## config.mk

```make
export PLATFORM = sky130hd
export DESIGN_NAME = vag_adpcm_decoder
export DESIGN_NICKNAME = d
export VERILOG_FILES = /design/src/sv/vag_pkg.sv /design/src/sv/vag_front.sv /design/src/sv/vag_fifo.sv /design/src/sv/vag_back.sv /design/src/sv/vag_adpcm_decoder.sv
export SDC_FILE = /design/constraint.sdc
export NUM_CORES = 1
export LEC_CHECK = 0
export BUFFER_PORTS_ARGS = -buffer_cell sky130_fd_sc_hd__buf_2
export CORE_MARGIN = 10
export CORE_UTILIZATION = 37
export CTS_CLUSTER_SIZE = 8
export DETAILED_ROUTE_END_ITERATION = 10
export GPL_ROUTABILITY_DRIVEN = 0
export PLACE_DENSITY_LB_ADDON = 0.05
export SLEW_MARGIN = 30
export SYNTH_ARGS = -nofsm -noshare
export SYNTH_HDL_FRONTEND = slang
export SYNTH_SLANG_ARGS = --single-unit
```

## constraint.sdc

```tcl
create_clock -name clk -period 8.45 [get_ports clk]
set_input_delay 2.1125 -clock clk [delete_from_list [all_inputs] [get_ports clk]]
set_output_delay 2.1125 -clock clk [all_outputs]
set_load 0.005 [all_outputs]
```

## src/sv/vag_pkg.sv

```systemverilog
package vag_pkg;

    localparam int LINE_BYTES   = 16;
    localparam int FILTER_SHIFT = 6;
    localparam int QDEPTH       = 4;
    localparam int QPTR_W       = $clog2(QDEPTH);
    localparam int QCNT_W       = $clog2(QDEPTH + 1);

    localparam logic [3:0] POS_SHIFT = 4'd0;
    localparam logic [3:0] POS_FLAGS = 4'd1;
    localparam logic [3:0] POS_FIRST = 4'd2;
    localparam logic [3:0] POS_LAST  = 4'(LINE_BYTES - 1);

    localparam int FLAG_END  = 0;
    localparam int FLAG_LOOP = 2;

    localparam logic [1:0] LCNT_MAX  = 2'd3;
    localparam logic [1:0] LCNT_LOOP = 2'd2;

    localparam logic signed [7:0] F0_P1 = 8'sd60;
    localparam logic signed [7:0] F0_P2 = 8'sd115;
    localparam logic signed [7:0] F0_P3 = 8'sd98;
    localparam logic signed [7:0] F0_P4 = 8'sd122;
    localparam logic signed [7:0] F1_P2 = -8'sd52;
    localparam logic signed [7:0] F1_P3 = -8'sd55;
    localparam logic signed [7:0] F1_P4 = -8'sd60;

    // one queue entry: a data byte with its line context, a history clear, or both
    typedef struct packed {
        logic [7:0] data_byte;
        logic [3:0] shift;
        logic [3:0] pred;
        logic       loop_point;
        logic       last_sample;
        logic       clr;
        logic       has_data;
    } entry_t;

    typedef struct packed {
        logic [3:0] pos;
        logic       ended;
    } front_status_t;

    function automatic logic signed [7:0] coef_new(input logic [3:0] p);
        logic signed [7:0] c;
        case (p)
            4'd1:    c = F0_P1;
            4'd2:    c = F0_P2;
            4'd3:    c = F0_P3;
            4'd4:    c = F0_P4;
            default: c = 8'sd0;
        endcase
        return c;
    endfunction

    function automatic logic signed [7:0] coef_old(input logic [3:0] p);
        logic signed [7:0] c;
        case (p)
            4'd2:    c = F1_P2;
            4'd3:    c = F1_P3;
            4'd4:    c = F1_P4;
            default: c = 8'sd0;
        endcase
        return c;
    endfunction

endpackage

```

## src/sv/vag_front.sv

```systemverilog
module vag_front (
    input  logic                  clk,
    input  logic                  rst_n,
    input  logic                  in_valid,
    output logic                  in_stall,
    input  logic [7:0]            data_byte,
    input  logic                  last_byte,
    input  logic                  q_full,
    output logic                  q_push,
    output vag_pkg::entry_t       q_entry,
    output vag_pkg::front_status_t status
);
    import vag_pkg::*;

    logic [3:0] pos_reg, pos_next;
    logic [3:0] shift_reg, shift_next;
    logic [3:0] pred_reg, pred_next;
    logic [7:0] flags_reg, flags_next;
    logic [1:0] lcnt_reg, lcnt_next;
    logic       ended_reg, ended_next;
    logic       accept;
    logic       is_data;

    assign in_stall = q_full;
    assign accept   = in_valid && !q_full;
    assign is_data  = !ended_reg && (pos_reg >= POS_FIRST);
    assign q_push   = accept && (is_data || last_byte);

    always_comb
    begin
        q_entry.data_byte   = data_byte;
        q_entry.shift       = shift_reg;
        q_entry.pred        = pred_reg;
        q_entry.loop_point  = (pos_reg == POS_FIRST) && flags_reg[FLAG_LOOP]
                              && (lcnt_reg >= LCNT_LOOP);
        q_entry.last_sample = last_byte || ((pos_reg == POS_LAST) && flags_reg[FLAG_END]);
        q_entry.clr         = last_byte;
        q_entry.has_data    = is_data;
    end

    assign status.pos   = pos_reg;
    assign status.ended = ended_reg;

    always_comb
    begin
        pos_next   = pos_reg;
        shift_next = shift_reg;
        pred_next  = pred_reg;
        flags_next = flags_reg;
        lcnt_next  = lcnt_reg;
        ended_next = ended_reg;
        if (accept)
        begin
            if (!ended_reg)
            begin
                if (pos_reg == POS_SHIFT)
                begin
                    shift_next = data_byte[3:0];
                    pred_next  = data_byte[7:4];
                end
                else if (pos_reg == POS_FLAGS)
                begin
                    flags_next = data_byte;
                end
                if (pos_reg == POS_LAST)
                begin
                    if (lcnt_reg != LCNT_MAX)
                        lcnt_next = lcnt_reg + 2'd1;
                    if (flags_reg[FLAG_END])
                        ended_next = 1'b1;
                end
                pos_next = pos_reg + 4'd1;
            end
            if (last_byte)
            begin
                pos_next   = '0;
                shift_next = '0;
                pred_next  = '0;
                flags_next = '0;
                lcnt_next  = '0;
                ended_next = 1'b0;
            end
        end
    end

    always_ff @(posedge clk or negedge rst_n)
    begin
        if (!rst_n)
        begin
            pos_reg   <= '0;
            shift_reg <= '0;
            pred_reg  <= '0;
            flags_reg <= '0;
            lcnt_reg  <= '0;
            ended_reg <= 1'b0;
        end
        else
        begin
            pos_reg   <= pos_next;
            shift_reg <= shift_next;
            pred_reg  <= pred_next;
            flags_reg <= flags_next;
            lcnt_reg  <= lcnt_next;
            ended_reg <= ended_next;
        end
    end

endmodule

```

## src/sv/vag_fifo.sv

```systemverilog
module vag_fifo (
    input  logic                         clk,
    input  logic                         rst_n,
    input  logic                         push,
    input  vag_pkg::entry_t              push_entry,
    output logic                         full,
    input  logic                         pop,
    output logic                         head_valid,
    output vag_pkg::entry_t              head_entry,
    output logic [vag_pkg::QCNT_W-1:0]   count
);
    import vag_pkg::*;

    entry_t             mem_reg [QDEPTH];
    logic [QPTR_W-1:0]  wr_ptr_reg, wr_ptr_next;
    logic [QPTR_W-1:0]  rd_ptr_reg, rd_ptr_next;
    logic [QCNT_W-1:0]  cnt_reg, cnt_next;
    logic               do_push;
    logic               do_pop;

    assign full       = (cnt_reg == QCNT_W'(QDEPTH));
    assign head_valid = (cnt_reg != '0);
    assign head_entry = mem_reg[rd_ptr_reg];
    assign count      = cnt_reg;
    assign do_push    = push && !full;
    assign do_pop     = pop && head_valid;

    always_comb
    begin
        wr_ptr_next = do_push ? wr_ptr_reg + QPTR_W'(1) : wr_ptr_reg;
        rd_ptr_next = do_pop ? rd_ptr_reg + QPTR_W'(1) : rd_ptr_reg;
        cnt_next    = cnt_reg;
        if (do_push && !do_pop)
            cnt_next = cnt_reg + QCNT_W'(1);
        else if (do_pop && !do_push)
            cnt_next = cnt_reg - QCNT_W'(1);
    end

    always_ff @(posedge clk)
    begin
        if (do_push)
            mem_reg[wr_ptr_reg] <= push_entry;
    end

    always_ff @(posedge clk or negedge rst_n)
    begin
        if (!rst_n)
        begin
            wr_ptr_reg <= '0;
            rd_ptr_reg <= '0;
            cnt_reg    <= '0;
        end
        else
        begin
            wr_ptr_reg <= wr_ptr_next;
            rd_ptr_reg <= rd_ptr_next;
            cnt_reg    <= cnt_next;
        end
    end

endmodule

```

## src/sv/vag_back.sv

```systemverilog
module vag_back (
    input  logic                  clk,
    input  logic                  rst_n,
    input  logic                  head_valid,
    input  vag_pkg::entry_t       head_entry,
    output logic                  pop,
    output logic                  out_valid,
    input  logic                  out_stall,
    output logic signed [15:0]    sample,
    output logic                  loop_point,
    output logic                  last_sample
);
    import vag_pkg::*;

    logic                phase_reg, phase_next;
    logic signed [15:0]  hnew_reg, hnew_next;
    logic signed [15:0]  hold_reg, hold_next;
    logic signed [15:0]  sample_reg;
    logic                lp_reg, ls_reg;
    logic                valid_reg, valid_next;

    logic                adv;
    logic                fire;
    logic                clr_only;
    logic [3:0]          nib;
    logic signed [15:0]  nib_v;
    logic signed [15:0]  raw;
    logic signed [24:0]  c0x, c1x, h0x, h1x, acc;
    logic signed [18:0]  pred;
    logic signed [19:0]  sum;
    logic signed [15:0]  sat;

    assign adv      = !valid_reg || !out_stall;
    assign fire     = head_valid && head_entry.has_data && adv;
    assign clr_only = head_valid && !head_entry.has_data;
    assign pop      = clr_only || (fire && phase_reg);

    // low nibble first
    assign nib   = phase_reg ? head_entry.data_byte[7:4] : head_entry.data_byte[3:0];
    assign nib_v = {nib, 12'b0};
    assign raw   = nib_v >>> head_entry.shift;

    always_comb
    begin
        c0x  = 25'(coef_new(head_entry.pred));
        c1x  = 25'(coef_old(head_entry.pred));
        h0x  = 25'(hnew_reg);
        h1x  = 25'(hold_reg);
        acc  = c0x * h0x + c1x * h1x;
        pred = acc[24:FILTER_SHIFT];
        sum  = 20'(raw) + 20'(pred);
        if (sum > 20'sd32767)
            sat = 16'sh7fff;
        else if (sum < -20'sd32768)
            sat = 16'sh8000;
        else
            sat = sum[15:0];
    end

    always_comb
    begin
        phase_next = phase_reg;
        hnew_next  = hnew_reg;
        hold_next  = hold_reg;
        valid_next = valid_reg && out_stall;
        if (fire)
        begin
            valid_next = 1'b1;
            phase_next = !phase_reg;
            if (phase_reg && head_entry.clr)
            begin
                hnew_next = '0;
                hold_next = '0;
            end
            else
            begin
                hold_next = hnew_reg;
                hnew_next = sat;
            end
        end
        else if (clr_only)
        begin
            hnew_next = '0;
            hold_next = '0;
        end
    end

    always_ff @(posedge clk)
    begin
        if (fire)
        begin
            sample_reg <= sat;
            lp_reg     <= head_entry.loop_point && !phase_reg;
            ls_reg     <= head_entry.last_sample && phase_reg;
        end
    end

    always_ff @(posedge clk or negedge rst_n)
    begin
        if (!rst_n)
        begin
            phase_reg <= 1'b0;
            hnew_reg  <= '0;
            hold_reg  <= '0;
            valid_reg <= 1'b0;
        end
        else
        begin
            phase_reg <= phase_next;
            hnew_reg  <= hnew_next;
            hold_reg  <= hold_next;
            valid_reg <= valid_next;
        end
    end

    assign out_valid   = valid_reg;
    assign sample      = sample_reg;
    assign loop_point  = lp_reg;
    assign last_sample = ls_reg;

endmodule

```

## src/sv/vag_adpcm_decoder.sv

```systemverilog
// Path: an accepted data byte is written into the queue; the back end then decodes it,
// low nibble first, into the registered outputs (sample, out_valid), two samples per byte.
// Throughput: the predictor/history loop in the back end makes one sample per cycle
// while the output does not stall and the queue holds a data byte. Header bytes give no sample.
// Reset (rst_n low, async) clears line position, flags, history, queue and output valid.
module vag_adpcm_decoder (
    input  logic               clk,
    input  logic               rst_n,
    input  logic               in_valid,
    output logic               in_stall,
    input  logic [7:0]         data_byte,
    input  logic               last_byte,
    output logic               out_valid,
    input  logic               out_stall,
    output logic signed [15:0] sample,
    output logic               loop_point,
    output logic               last_sample
);
    import vag_pkg::*;

    entry_t              push_entry;
    entry_t              head_entry;
    front_status_t       fstat;
    logic                q_push;
    logic                q_full;
    logic                q_pop;
    logic                head_valid;
    logic [QCNT_W-1:0]   q_count;

    vag_front u_front (
        .clk       (clk),
        .rst_n     (rst_n),
        .in_valid  (in_valid),
        .in_stall  (in_stall),
        .data_byte (data_byte),
        .last_byte (last_byte),
        .q_full    (q_full),
        .q_push    (q_push),
        .q_entry   (push_entry),
        .status    (fstat)
    );

    vag_fifo u_fifo (
        .clk        (clk),
        .rst_n      (rst_n),
        .push       (q_push),
        .push_entry (push_entry),
        .full       (q_full),
        .pop        (q_pop),
        .head_valid (head_valid),
        .head_entry (head_entry),
        .count      (q_count)
    );

    vag_back u_back (
        .clk         (clk),
        .rst_n       (rst_n),
        .head_valid  (head_valid),
        .head_entry  (head_entry),
        .pop         (q_pop),
        .out_valid   (out_valid),
        .out_stall   (out_stall),
        .sample      (sample),
        .loop_point  (loop_point),
        .last_sample (last_sample)
    );

`ifndef ASSERT_OFF
    a_q_bound: assert property (@(posedge clk) disable iff (!rst_n)
        q_count <= QCNT_W'(QDEPTH))
        else $error("queue count above depth");

    a_flags_excl: assert property (@(posedge clk) disable iff (!rst_n)
        out_valid |-> !(loop_point && last_sample))
        else $error("loop_point and last_sample on one sample");

    a_last_resets: assert property (@(posedge clk) disable iff (!rst_n)
        (in_valid && !in_stall && last_byte) |=> (fstat.pos == POS_SHIFT && !fstat.ended))
        else $error("front not back at line start after last item");

    a_push_room: assert property (@(posedge clk) disable iff (!rst_n)
        q_push |-> !q_full)
        else $error("queue push while full");
`endif

endmodule
```

==> results.cfg <==
[run_status]
status = finished with violations
violations = negative setup slack

[critical_path]
path_common_cell = fa_1
worst_setup_path_start_kind = flip-flop
cpPeakStageDelay_ns = 0.56
rrSetupSlack_ns = -0.59
arrival_ns = 9.37
slowest_stage = fa_1
critPathMaxFanout = 24
crit_type = reg -> reg
critPathRequiredTime_ns = 8.78
end_kind = flip-flop

[floorplanning]
dieHeight_um = 221
dieArea_um2 = 49000
die_width_um = 221
fp-row-count = 73
ioPinCount = 33
start_util_pct = 37.6
core_area_um2 = 39900

[final_layout]
area_delta_synth_final_pct = 22.4
final_nets = 1944
fill_cells = 3722
diodes = 0
layout_common_cells = 265 x inv_1, 171 x fa_1, 168 x buf_4
final_common_cell = inv_1
layout-drive-gt1-share_pct = 24.7
largest_register_ffs = 80

[cts]
clk_pin_slew_ns = 0.07
cts_buffer_depth = 2
clk_latency_ns = 0.44
root_buffer = clkbuf_16
cts_tree = done
cts_num_sinks = 156
htree_levels = 4
numCtsBuffers = 17
hold_buffers = 0

[timing]
max_freq_mhz = 111
rsz0062_at_grt = yes
slew_viol_final = 0
worst_slack_ns = -0.589
finalSetupViolCount = 32
final_hold_viol_count = 0
relSlewSlack_pct = 38.4
tns_ns = -16.66
tightest_slew_ns = 0.925
fin_skew_ns = 0.0109
finalCritPeriodShare_pct = 107
finalCriticalPeriod_ns = 9.04

[run]
maxCapViolations = 0

[detailed_routing]
drcViolationCount = 0
ant_nets = 0
first_pass_iters = 4
routed-wl-met3_um = 1120
viasPerCell = 4.86
wire_per_inst_um = 18.5
dr.first_iter.drc_count = 500
vias = 10400
top_layer_used = met4
drt-met1-wl_um = 20200
route.met2.wl_um = 18100
routed_wl_um = 39700

[global_route]
grt_pass1_wl_um = 65400
grt_max_degree = 59
antenna_found_initial = 0
first_global_vias = 11500
grt-ovfl-total = 0
grt_usage_pct = 16.8

[synthesis]
ys_ff_latch = 156
synth_nets = 1734
synth-main-ff-cell = edfxtp_1
async_reset_ff_share_pct = 37.2
syn_area_per_cell_um2 = 10.7
netlist_area_um2 = 15000
synth_warnings = 0
synth_top_area_share_pct = 24.4
syn_inst = 1402
synthTopCellsByArea = fa_1 24%, edfxtp_1 20%, ha_1 11%
ys_types = 69
yosysSeqAreaShare_pct = 29.3
synth_top_area_cell = fa_1
synth_edf_count = 98

[hold_path]
min_path_type = reg -> reg

[placement]
port_buffers = 32
dp_hpwl_um = 32000
## path summary, 6_finish.rpt
kind                       cells past startpoint             endpoint                 start
max                                           39  u_back.hnew_reg[10]  u_fifo.rd_ptr_reg[0]
min                                            1      u_fifo.count[2]       u_fifo.count[2]
max reg2reg                                   39  u_back.hnew_reg[10]  u_fifo.rd_ptr_reg[0]
min reg2reg                                    1      u_fifo.count[2]       u_fifo.count[2]
max in group asynchronous                      2   u_back.hold_reg[0]                 rst_n
min in group asynchronous                      2      u_fifo.count[0]                 rst_n
## through the flow
step | utilization [%] | setup slack [ns] | hold slack (ns) | std cells | instance area (µm²)
5_1_grt | 46.0 | -1.02 | 0.514 | 2150 | 18400
4_1_cts | 45.8 | -0.565 | 0.494 | 2149 | 18300
3_5_place_dp | 42.9 | -0.941 | 0.481 | 2089 | 17100
6_report | 46.0 | -0.589 | 0.497 | 2150 | 18400
2_1_floorplan | - | 0.000805 | 0.456 | 1402 | 15200
3_3_place_gp | 42.9 | -0.947 | 0.491 | 2089 | 17100
## critical path, delay by kind of cell (launching register included)
kind	cells	cell delay (ns)
mux	1	0.51
compound gates	9	1.45
simple gates	8	1.31
flops	1	0.41
fa+ha+maj	8	3.68
xor+xnor	1	0.16
buf+inv	12	1.39
## final cells by class
type                            count  area (µm²)  share of cell area, %
Clock inverter                     14         131                  0.716
Tap cell                          525         657                   3.58
Multi-Input combinational cell    940        9990                   54.4
Clock buffer                       18         429                   2.34
Inverter                          273        1030                   5.60
Sequential cell                   156        4400                   24.0
Timing Repair Buffer              224        1720                   9.38
## timing repair
| action | 4_1_cts | 5_1_grt |
|---|---|---|
| resized for setup | 102 | 13 |
| setup endpoints to repair | 32 | 32 |
| setup buffers | 28 | 1 |
| cloned | 1 | 0 |
| pin swaps | 30 | 10 |
## synthesized netlist by cell type (all sizes together) (2+ instances only)
cell type    n
a22o        17
o22ai        6
o21a         3
nor4         3
nor3        12
edfxtp      98
or2         12
clkbuf      19
and3        18
nand3        8
mux4        19
ha         136
xor2        18
o21ai       54
a211oi       7
nor2        57
a21oi       50
fa         183
dfrtp       58
o21bai       3
mux2         4
a21o        11
o31a         2
nand4        5
a311oi       3
a31o         2
nand2b       9
mux2i       16
inv        273
nand2      120
nor4b        3
buf         15
o311ai      13
and2        72
a31oi        4
or3          2
nor2b       23
xnor2       28
nand3b       2
nor3b        2
## metal layers
layer	global-route usage, %	vias to the layer above
met5	0	-
met4	2.84	0
met3	2.43	20
met2	26.3	122
met1	24.4	5277
li1	-	5024
## cells by family after synthesis
family | synth area share (%)
AOI/OAI and AO/OA | 8.25
xor gates and xnor gates | 2.74
adders and majority gates | 35.8
buffers and inverters | 7.86
DFF | 29.3
muxes | 4.22
and+or+nand+nor | 11.8
Power is not shown: default switching activity piles up to over one toggle a cycle in this logic, so the estimate is an artifact.
